File: src/lgs_pkg.sv
// Shared types and constants for the life grid generation step block.
package lgs_pkg;

  // Field widths fixed by the item format.
  localparam int OP_W      = 2;
  localparam int COORD_W   = 6;
  localparam int DIM_W     = 7;
  localparam int CFG_IDX_W = 2;
  localparam int NBR_CNT_W = 4;

  // Operation codes.
  localparam logic [OP_W-1:0] OP_WRITE   = 2'd0;
  localparam logic [OP_W-1:0] OP_READ    = 2'd1;
  localparam logic [OP_W-1:0] OP_ADVANCE = 2'd2;

  // Configuration register indexes.
  localparam logic [CFG_IDX_W-1:0] CFG_COLS_IN_USE = 2'd0;
  localparam logic [CFG_IDX_W-1:0] CFG_ROWS_IN_USE = 2'd1;

  localparam logic [DIM_W-1:0] DIM_RESET = 7'd64;

  // B3/S23 rule.
  localparam logic [NBR_CNT_W-1:0] BIRTH_COUNT   = 4'd3;
  localparam logic [NBR_CNT_W-1:0] SURVIVE_COUNT = 4'd2;

  typedef struct packed {
    logic [OP_W-1:0]    op;
    logic [COORD_W-1:0] col;
    logic [COORD_W-1:0] row;
    logic               cell_in;
  } in_t;

  typedef struct packed {
    logic            cell_out;
    logic [OP_W-1:0] op_done;
  } out_t;

endpackage

File: src/lgs_gen_row.sv
// Next-generation logic for one grid row from the pre-step rows above, at and below it.
module lgs_gen_row #(
  parameter int GRID_COLS = 64
) (
  input  logic [GRID_COLS-1:0]             prev_row,
  input  logic                             prev_live,
  input  logic [GRID_COLS-1:0]             cur_row,
  input  logic [GRID_COLS-1:0]             next_row,
  input  logic                             next_live,
  input  logic [$clog2(GRID_COLS+1)-1:0]   n_cols,
  output logic [GRID_COLS-1:0]             new_row
);

  localparam int CCW = $clog2(GRID_COLS+1);

  logic [GRID_COLS-1:0] col_mask;
  logic [GRID_COLS-1:0] prev_m;
  logic [GRID_COLS-1:0] cur_m;
  logic [GRID_COLS-1:0] next_m;
  logic [GRID_COLS+1:0] prev_pad;
  logic [GRID_COLS+1:0] cur_pad;
  logic [GRID_COLS+1:0] next_pad;

  assign cur_m  = cur_row & col_mask;
  assign prev_m = prev_live ? (prev_row & col_mask) : '0;
  assign next_m = next_live ? (next_row & col_mask) : '0;

  // Dead border on both sides, so column c sits at pad bit c+1
  assign prev_pad = {1'b0, prev_m, 1'b0};
  assign cur_pad  = {1'b0, cur_m, 1'b0};
  assign next_pad = {1'b0, next_m, 1'b0};

  for (genvar c = 0; c < GRID_COLS; c++) begin : g_col
    logic [lgs_pkg::NBR_CNT_W-1:0] cnt;
    logic                          life;

    assign col_mask[c] = (CCW'(c) < n_cols);

    assign cnt = {3'b000, prev_pad[c]} + {3'b000, prev_pad[c+1]} + {3'b000, prev_pad[c+2]}
               + {3'b000, cur_pad[c]}                             + {3'b000, cur_pad[c+2]}
               + {3'b000, next_pad[c]} + {3'b000, next_pad[c+1]} + {3'b000, next_pad[c+2]};

    assign life = (cnt == lgs_pkg::BIRTH_COUNT) ||
                  ((cnt == lgs_pkg::SURVIVE_COUNT) && cur_m[c]);

    // cells outside the region keep their value
    assign new_row[c] = col_mask[c] ? life : cur_row[c];
  end

endmodule
File: config.mk
export PLATFORM = sky130hd
export DESIGN_NAME = lgs_gen_row
export DESIGN_NICKNAME = d
export VERILOG_FILES = /design/src/lgs_pkg.sv /design/src/lgs_gen_row.sv
export SDC_FILE = /design/constraint.sdc
export NUM_CORES = 1
export LEC_CHECK = 0
export BUFFER_PORTS_ARGS = -buffer_cell sky130_fd_sc_hd__buf_2
export CAP_MARGIN = 20
export CORE_AREA = 5 5 170 156
export DETAILED_ROUTE_END_ITERATION = 7
export DIE_AREA = 0 0 175 161
export GPL_TIMING_DRIVEN = 0
export PLACE_DENSITY = 0.9
export SYNTH_ARGS = -nofsm -noshare
export SYNTH_HDL_FRONTEND = slang
export SYNTH_SLANG_ARGS = --single-unit
File: constraint.sdc
create_clock -name vclk -period 4.7
set_input_delay 0.705 -clock vclk [all_inputs]
set_output_delay 0.705 -clock vclk [all_outputs]
set_load 0.02 [all_outputs]
## After elaboration in Yosys (flattened, before gate mapping)

Cells that the tools add are included.

| cells by class | value |
|---|---|
| equality and inequality tests | 128 |
| add/subtract/negate cells | 441 |
| $lt $le $gt $ge | 64 |
| bitwise operators | 3 |
| reductions and logical operators | 128 |
| muxes and demuxes | 66 |

Operators by type and width:

| cell | number |
|---|---|
| 4-bit by 1-bit adder with 4-bit output | 252 |
| 4-bit by 2-bit equality test with 1-bit output, second input constant | 128 |
| 3-bit by 1-bit adder with 4-bit output | 63 |
| 6-bit by 7-bit less-than comparator with 1-bit output, first input constant | 32 |
| 64-bit bitwise AND | 3 |
| 2-bit by 1-bit adder with 3-bit output | 63 |
| 64-bit two-way mux | 2 |
| 1-bit by 1-bit adder with 2-bit output | 63 |
| 5-bit by 7-bit less-than comparator with 1-bit output, first input constant | 16 |
| 1-bit logical AND | 64 |
| 1-bit logical OR | 64 |
| 1-bit two-way mux | 64 |
| 4-bit by 7-bit less-than comparator with 1-bit output, first input constant | 8 |
| 3-bit by 7-bit less-than comparator with 1-bit output, first input constant | 4 |
| 1-bit by 7-bit less-than comparator with 1-bit output, first input constant | 2 |
| 2-bit by 7-bit less-than comparator with 1-bit output, first input constant | 2 |

| storage, ports and cells | value |
|---|---|
| flip-flop bits (word level) | 0 |
| bits of input ports | 201 |
| logic and storage cells | 830 |
| output and inout port bits | 64 |

## Longest topological paths before layout

Gate-level depths: netlist (run 1).

| logic depth | value |
|---|---|
| depth in word-level cells | 14 |
| depth in mapped cells | 16 |
| depth with buffers taken out | 14 |

## Worst setup path before layout (run 1)

OpenSTA, ideal clock, no wires.

| timing | value |
|---|---|
| kind | input-to-output |
| from | in n_cols[3] |
| to | out new_row[60] |
| data required time | 3.995 ns |
| path buffers | 2 |
| data arrival time | 4.450 ns |
| stages | 16 |
| setup slack | -0.455 ns |
| cells stage by stage | buf_4 -> buf_2 -> and3_1 -> a21o_1 -> and3_1 -> inv_1 -> fa_1 -> fa_1 -> inv_1 -> fa_1 -> ha_1 -> fa_1 -> nand4b_1 -> a21oi_1 -> a211oi_1 -> o22ai_1 |

| on the way | value |
|---|---|
| word-level cells in the longest chain between the ends | 14 |
| elaborated cells between the ends (all ways) | 20 |
| those cells by class | add/sub: 7; order compare: 3; eq/ne: 2; mux: 3; bitwise: 3; reduce/logical: 2 |

Ends and longest elaborated chain:

| item | RTL line | RTL |
|---|---|---|
| start: declaration | lgs_gen_row.sv:10 | `input logic [$clog2(GRID_COLS+1)-1:0] n_cols,` |
| 6-bit by 7-bit less-than comparator with 1-bit output | lgs_gen_row.sv:37 | `assign col_mask[c] = (CCW'(c) < n_cols);` |
| 64-bit bitwise AND | lgs_gen_row.sv:25 | `assign prev_m = prev_live ? (prev_row & col_mask) : '0;` |
| 64-bit two-way mux | lgs_gen_row.sv:25 |  |
| 1-bit by 1-bit adder with 2-bit output | lgs_gen_row.sv:39 | `assign cnt = {3'b000, prev_pad[c]} + {3'b000, prev_pad[c+1]} + {3'b000, prev_pad[c+2]}` |
| 2-bit by 1-bit adder with 3-bit output | lgs_gen_row.sv:39 |  |
| 3-bit by 1-bit adder with 4-bit output | lgs_gen_row.sv:40 | `+ {3'b000, cur_pad[c]} + {3'b000, cur_pad[c+2]}` |
| 4-bit by 1-bit adder with 4-bit output | lgs_gen_row.sv:40 |  |
| 4-bit by 1-bit adder with 4-bit output (3 in a row) | lgs_gen_row.sv:41 | `+ {3'b000, next_pad[c]} + {3'b000, next_pad[c+1]} + {3'b000, next_pad[c+2]};` |
| 4-bit by 2-bit equality test with 1-bit output | lgs_gen_row.sv:44 | `((cnt == lgs_pkg::SURVIVE_COUNT) && cur_m[c]);` |
| 1-bit logical AND | lgs_gen_row.sv:44 |  |
| 1-bit logical OR | lgs_gen_row.sv:43 | `assign life = (cnt == lgs_pkg::BIRTH_COUNT) \|\|` |
| 1-bit two-way mux (*) | lgs_gen_row.sv:47 | `assign new_row[c] = col_mask[c] ? life : cur_row[c];` |
| end: declaration | lgs_gen_row.sv:11 | `output logic [GRID_COLS-1:0] new_row` |

Mark *: on every way between the ends. The rest lies on a longest branch, timed or not.

## Worst setup path in the final report (run 1)

Ends and elaborated chain as after synthesis.

==> impl_metrics.ini, run 1 <==
[sta]
fin_crit_ns = 5.32
slew_headroom = 0.683
setup_viol = 62
rsz0062_at_grt = true
whs_ns = 1.78
fin_ws_ns = -0.622
drv_slew = 0
hold_viol = 0
period_share = 1.13
fmax_ghz = 0.188
tightest_slew_ns = 0.474

[floorplan]
die_x_um = 175
io_pins = 265
start_util = 0.519
die_h_um = 161
die-area_um2 = 28200
coreArea_um2 = 24600
rows = 55

[critical_path]
cp-end-kind = output pin
cp-start-kind = input pin
worst_ep_required_time_ns = 3.99
arrival_ns = 4.62
cp-startpoint = n_cols[3]
timing_worst_setup_path_type = in -> out
cp_max_fo = 7

[global_route]
grt_max_degree = 12
groute.usage.overall = 0.325
grt_pass1_wl_um = 74900
antenna_found_initial = 5
grt_pass1_vias = 14900
grt-ovfl-total = 0

[pwr]
p_switching_mw = 2.16
power_frac_seq = 0
combPwrFrac = 1.000
switching_share = 0.549
p_int_mw = 1.78
leakage_nw = 10.3
peakVddDrop_v = 0.000160
power.density_nw_per_um2 = 200
clkPwrFrac = 0

[worst_hold_path]
hp-class = in -> out
hold_depth = 4
min_from = cur_row[3]

[logic_synthesis]
synthesis.nets = 2203
synth_top_area_frac = 0.394
ys_types = 46
syn_area_per_cell_um2 = 8.19
synthTopCellsByArea = fa_1, ha_1, inv_1
synth-seq-area-share = 0
mappedNetlistArea_um2 = 12800
synthCells = 1562
synth_top_cell_by_area = fa_1
ys_warn_count = 0
synthTopCellsByCount = inv_1, fa_1, a21oi_1, ha_1, and3_1
post-synth-top-count-cell = inv_1

[place]
dpl_worst_slack_ns = -1.35
io_buffers = 261
place_area_um2 = 15300
hpwl_um = 34800
gp_congestion = 0.942

[layout]
multi_input_area_um2 = 13700
drive_gt1_frac = 0.514
utilization = 0.798
final_area_um2 = 19700
n_clock_buffer = 0
syn_to_final_growth_pct = 53.6
fillers = 1352
area.sequential_um2 = 0
nFlopsAndLatches = 0
nNetsFinal = 2672

[drt]
postRouteAntennaNets = 0
vias_per_cell = 6.15
drt_iter0_markers = 1119
dr.pass1.iters = 8
wl_per_cell_um = 22.7
route.vias.total = 14400
wirelength_um = 53400
drc = 1

[outcome]
status = finished, violations left
failed_checks = DRC, setup timing

[clocking]
hold_buffers = 0

[flow_run]
maxCapViolCount = 0
final cells by class:
class	count	share of cell area
multi-input cells	1188	0.697
repair buffers	470	0.188
inverters	334	0.0673
plain buffers	37	0.0269
well taps	313	0.0199
diodes	7	0.000891
layout by cell type (no fill, tap or decap), types with 6 or more instances in the layout:
cell type	instances
nand2_2	29
nand2_4	11
nor2_2	18
o21ai_4	21
ha_2	54
inv_1	262
and3_1	87
a21oi_4	8
nand2_8	13
fa_2	55
nand3_4	17
nand3_1	54
buf_16	7
nor2_1	47
fa_1	197
ha_4	7
buf_2	203
buf_6	53
a21oi_1	121
ha_1	127
buf_12	36
inv_4	25
o21ai_2	48
o21ai_1	6
a21oi_2	64
diode_2	7
inv_2	45
nand3_2	11
nand2_1	46
and3_4	66
buf_4	188
stage by stage:
step | total power [mW] | setup TNS (ns) | cells
floorplan | 2.09 | -3.98 | 1562
global placement | 2.73 | -70.09 | 2136
detailed placement | 2.91 | -72.72 | 2136
CTS | 3.44 | -19.08 | 2275
global route | 4.26 | -28.74 | 2344
finish | 3.93 | -23.21 | 2349
per-layer routing:
layer | GRT usage | vias up | routed length (um)
li1 | - | 6105 | -
met1 | 0.396 | 6985 | 18400
met4 | 0.151 | 4 | 3650
met2 | 0.578 | 1033 | 26500
met5 | 0 | - | 24
met3 | 0.0407 | 320 | 4840
kinds of logic after synthesis:
family	Yosys count	synth area share
and+or+nand+nor	443	0.182
adders and majority gates	440	0.578
buffers and inverters	375	0.114
AOI/OAI and AO/OA	304	0.126
worst max-delay path, cell delays in order:
cell	delay [ns]
buf_16	0.12
buf_12	0.14
and3_4	0.18
a21o_4	0.23
and3_4	0.17
inv_2	0.09
fa_1	0.44
fa_1	0.49
inv_1	0.05
fa_1	0.47
ha_2	0.21
fa_1	0.53
nand4b_1	0.20
a21oi_2	0.20
a211oi_2	0.06
o22ai_2	0.17
buf_6	0.15
power by group through the flow:
stage                     clock network, mW  logic (mW)  registers [mW]
final                           0.000000199        3.93               0
after global routing           0.0000000569        4.26               0
after CTS                                 0        3.44               0
after detailed placement                  0        2.91               0
after global placement                    0        2.73               0
after floorplan                           0        2.09               0
path summary, 6_finish.rpt:
| check | slack (ns) | end |
|---|---|---|
| max | -0.62 | new_row[60] |
| min | 1.78 | new_row[3] |
repair_timing:
| item | in CTS | in global routing |
|---|---|---|
| gates cloned | 8 | 4 |
| pin swaps | 186 | 181 |
| setup buffers | 133 | 67 |
| resized for setup | 457 | 198 |
| setup endpoints to repair | 63 | 62 |
(Power assumes the default switching activity.)
==> run 2, diff against run 1 <==
Settings changed: CORE_AREA 5 5 170 156 to 5 5 167 153, DIE_AREA 0 0 175 161 to 0 0 172 158, PLACE_DENSITY 0.9 to 0.89.
Clock period 4.7 ns to 5.95 ns, I/O delays scaled along.
==> run 2 against run 1 <==
The run now ends clean. Combinational power decreased by 44%. Sequential share of layout area did not move. Die area fell by 3.5%. Non-clock buffer count down 190. Cell count shrank 8.4%. Largest cell class unchanged.
==> impl_metrics.ini, run 2 (synthesis gave the netlist of run 1 again) <==
[outcome]
status = finished clean

[floorplan]
die-area_um2 = 27200
rows = 54
die_x_um = 172
io_pins = 265
coreArea_um2 = 23800
start_util = 0.538
die_h_um = 158

[drt]
wirelength_um = 38300
postRouteAntennaNets = 0
drt_iter0_markers = 700
wl_per_cell_um = 17.8
dr.pass1.iters = 4
vias_per_cell = 5.73
drc = 0
route.vias.total = 12300

[clocking]
hold_buffers = 0

[global_route]
groute.usage.overall = 0.275
grt_max_degree = 11
grt-ovfl-total = 0
antenna_found_initial = 6
grt_pass1_vias = 12800
grt_pass1_wl_um = 60500

[sta]
tightest_slew_ns = 0.510
fin_ws_ns = 0.0443
slew_headroom = 0.659
fmax_ghz = 0.169
hold_viol = 0
period_share = 0.993
rsz0062_at_grt = true
fin_crit_ns = 5.91
drv_slew = 0
setup_viol = 0

[layout]
nNetsFinal = 2481
fillers = 2013
nFlopsAndLatches = 0
final_common_cell = inv_1
area.sequential_um2 = 0
drive_gt1_frac = 0.206
layout_common_cells = inv_1, buf_2, fa_1
syn_to_final_growth_pct = 17.9
final_area_um2 = 15100
n_clock_buffer = 0

[flow_run]
maxCapViolCount = 0

[place]
gp_congestion = 0.950
hpwl_um = 33400
dpl_worst_slack_ns = -0.550
place_area_um2 = 14500
io_buffers = 261

[critical_path]
cp.depth = 16
cp-startpoint = prev_live
cp-endpoint = new_row[58]
crit_family = adder cells
cp_max_fo = 10
path_buf_inv = 6
worst_ep_required_time_ns = 5.06
cp-start-kind = input pin
cp-end-kind = output pin
arrival_ns = 5.01
cp_common_cell = fa_1
crit_chain = buf_2 -> clkbuf_2 -> clkbuf_4 -> and3_1 -> inv_1 -> fa_1 -> fa_1 -> inv_1 -> fa_1 -> ha_1 -> fa_1 -> nand4b_1 -> a21oi_1 -> nor3_1 -> o22ai_1 -> buf_4
max_stage_delay_ns = 0.52
slowest_stage = fa_1
timing_worst_setup_path_type = in -> out

[worst_hold_path]
hp-class = in -> out
hold_depth = 4

[pwr]
peakVddDrop_v = 0.000134
leakage_nw = 9.00
power.density_nw_per_um2 = 145
==> run 2: cell types whose count changed in the layout (fill, tap and decap cells not counted), sizes merged <==
cell | previous run | this run
clkbuf | 16 | 18
clkinvlp | 2 | 0
buf | 490 | 299
diode | 7 | 6
inv | 332 | 334
bufbuf | 1 | 0
nor2b | 5 | 4
==> run 2: worst min-delay path: cells and delay by family <==
kind / cells / cell delay, ns
AO/OA/AOI/OAI: 2 / 0.12
buffers and inverters: 2 / 0.26
==> run 2: power breakdown <==
group	leakage [nW]	switching, mW	total, mW	internal [mW]
Clock	0.0000380	0	0.000000135	0.000000135
Sequential	0	0	0	0
Combinational	9.00	1.31	2.19	0.882
==> run 2: routing by layer <==
| metal | GRT usage | wire length, um |
|---|---|---|
| met1 | 0.360 | 15400 |
| met2 | 0.472 | 18300 |
| met3 | 0.0382 | 3050 |
| met4 | 0.0917 | 1460 |
| met5 | 0 | 13 |
==> run 2: area by class of cell <==
| class | instances | area [um2] | share of cell area |
|---|---|---|---|
| Timing Repair Buffer | 277 | 1470 | 0.0971 |
| Buffer | 40 | 304 | 0.0202 |
| Multi-Input combinational cell | 1187 | 11700 | 0.773 |
| Antenna cell | 6 | 15.0 | 0.000995 |
| Inverter | 334 | 1250 | 0.0831 |
| Tap cell | 308 | 385 | 0.0255 |
==> run 2: worst min path at each step <==
| stage | endpoint | start |
|---|---|---|
| detailed placement | new_row[53] | cur_row[53] |
| CTS | new_row[53] | cur_row[53] |
| floorplan | new_row[1] | cur_row[1] |
| global placement | new_row[53] | cur_row[53] |
| finish | new_row[53] | cur_row[53] |
| global route | new_row[13] | cur_row[13] |
==> run 2: through the flow <==
stage,util,instances,TNS [ns],total power [mW],hold slack [ns]
final,0.634,2152,0,2.19,2.16
after global placement,0.609,2131,-16.98,2.00,2.16
after global routing,0.634,2151,-0.317,2.49,2.20
after detailed placement,0.609,2131,-21.22,2.12,2.17
after floorplan,-,1562,0,1.50,1.99
after CTS,0.613,2131,-0.0554,2.14,2.17
==> run 2: timing repair <==
item                       CTS  global route
cloned                       0             1
gates resized for setup     38           111
buffers inserted             0            15
setup endpoints to repair   62            60
hold endpoints to repair     0             0
pin swaps                    1             9
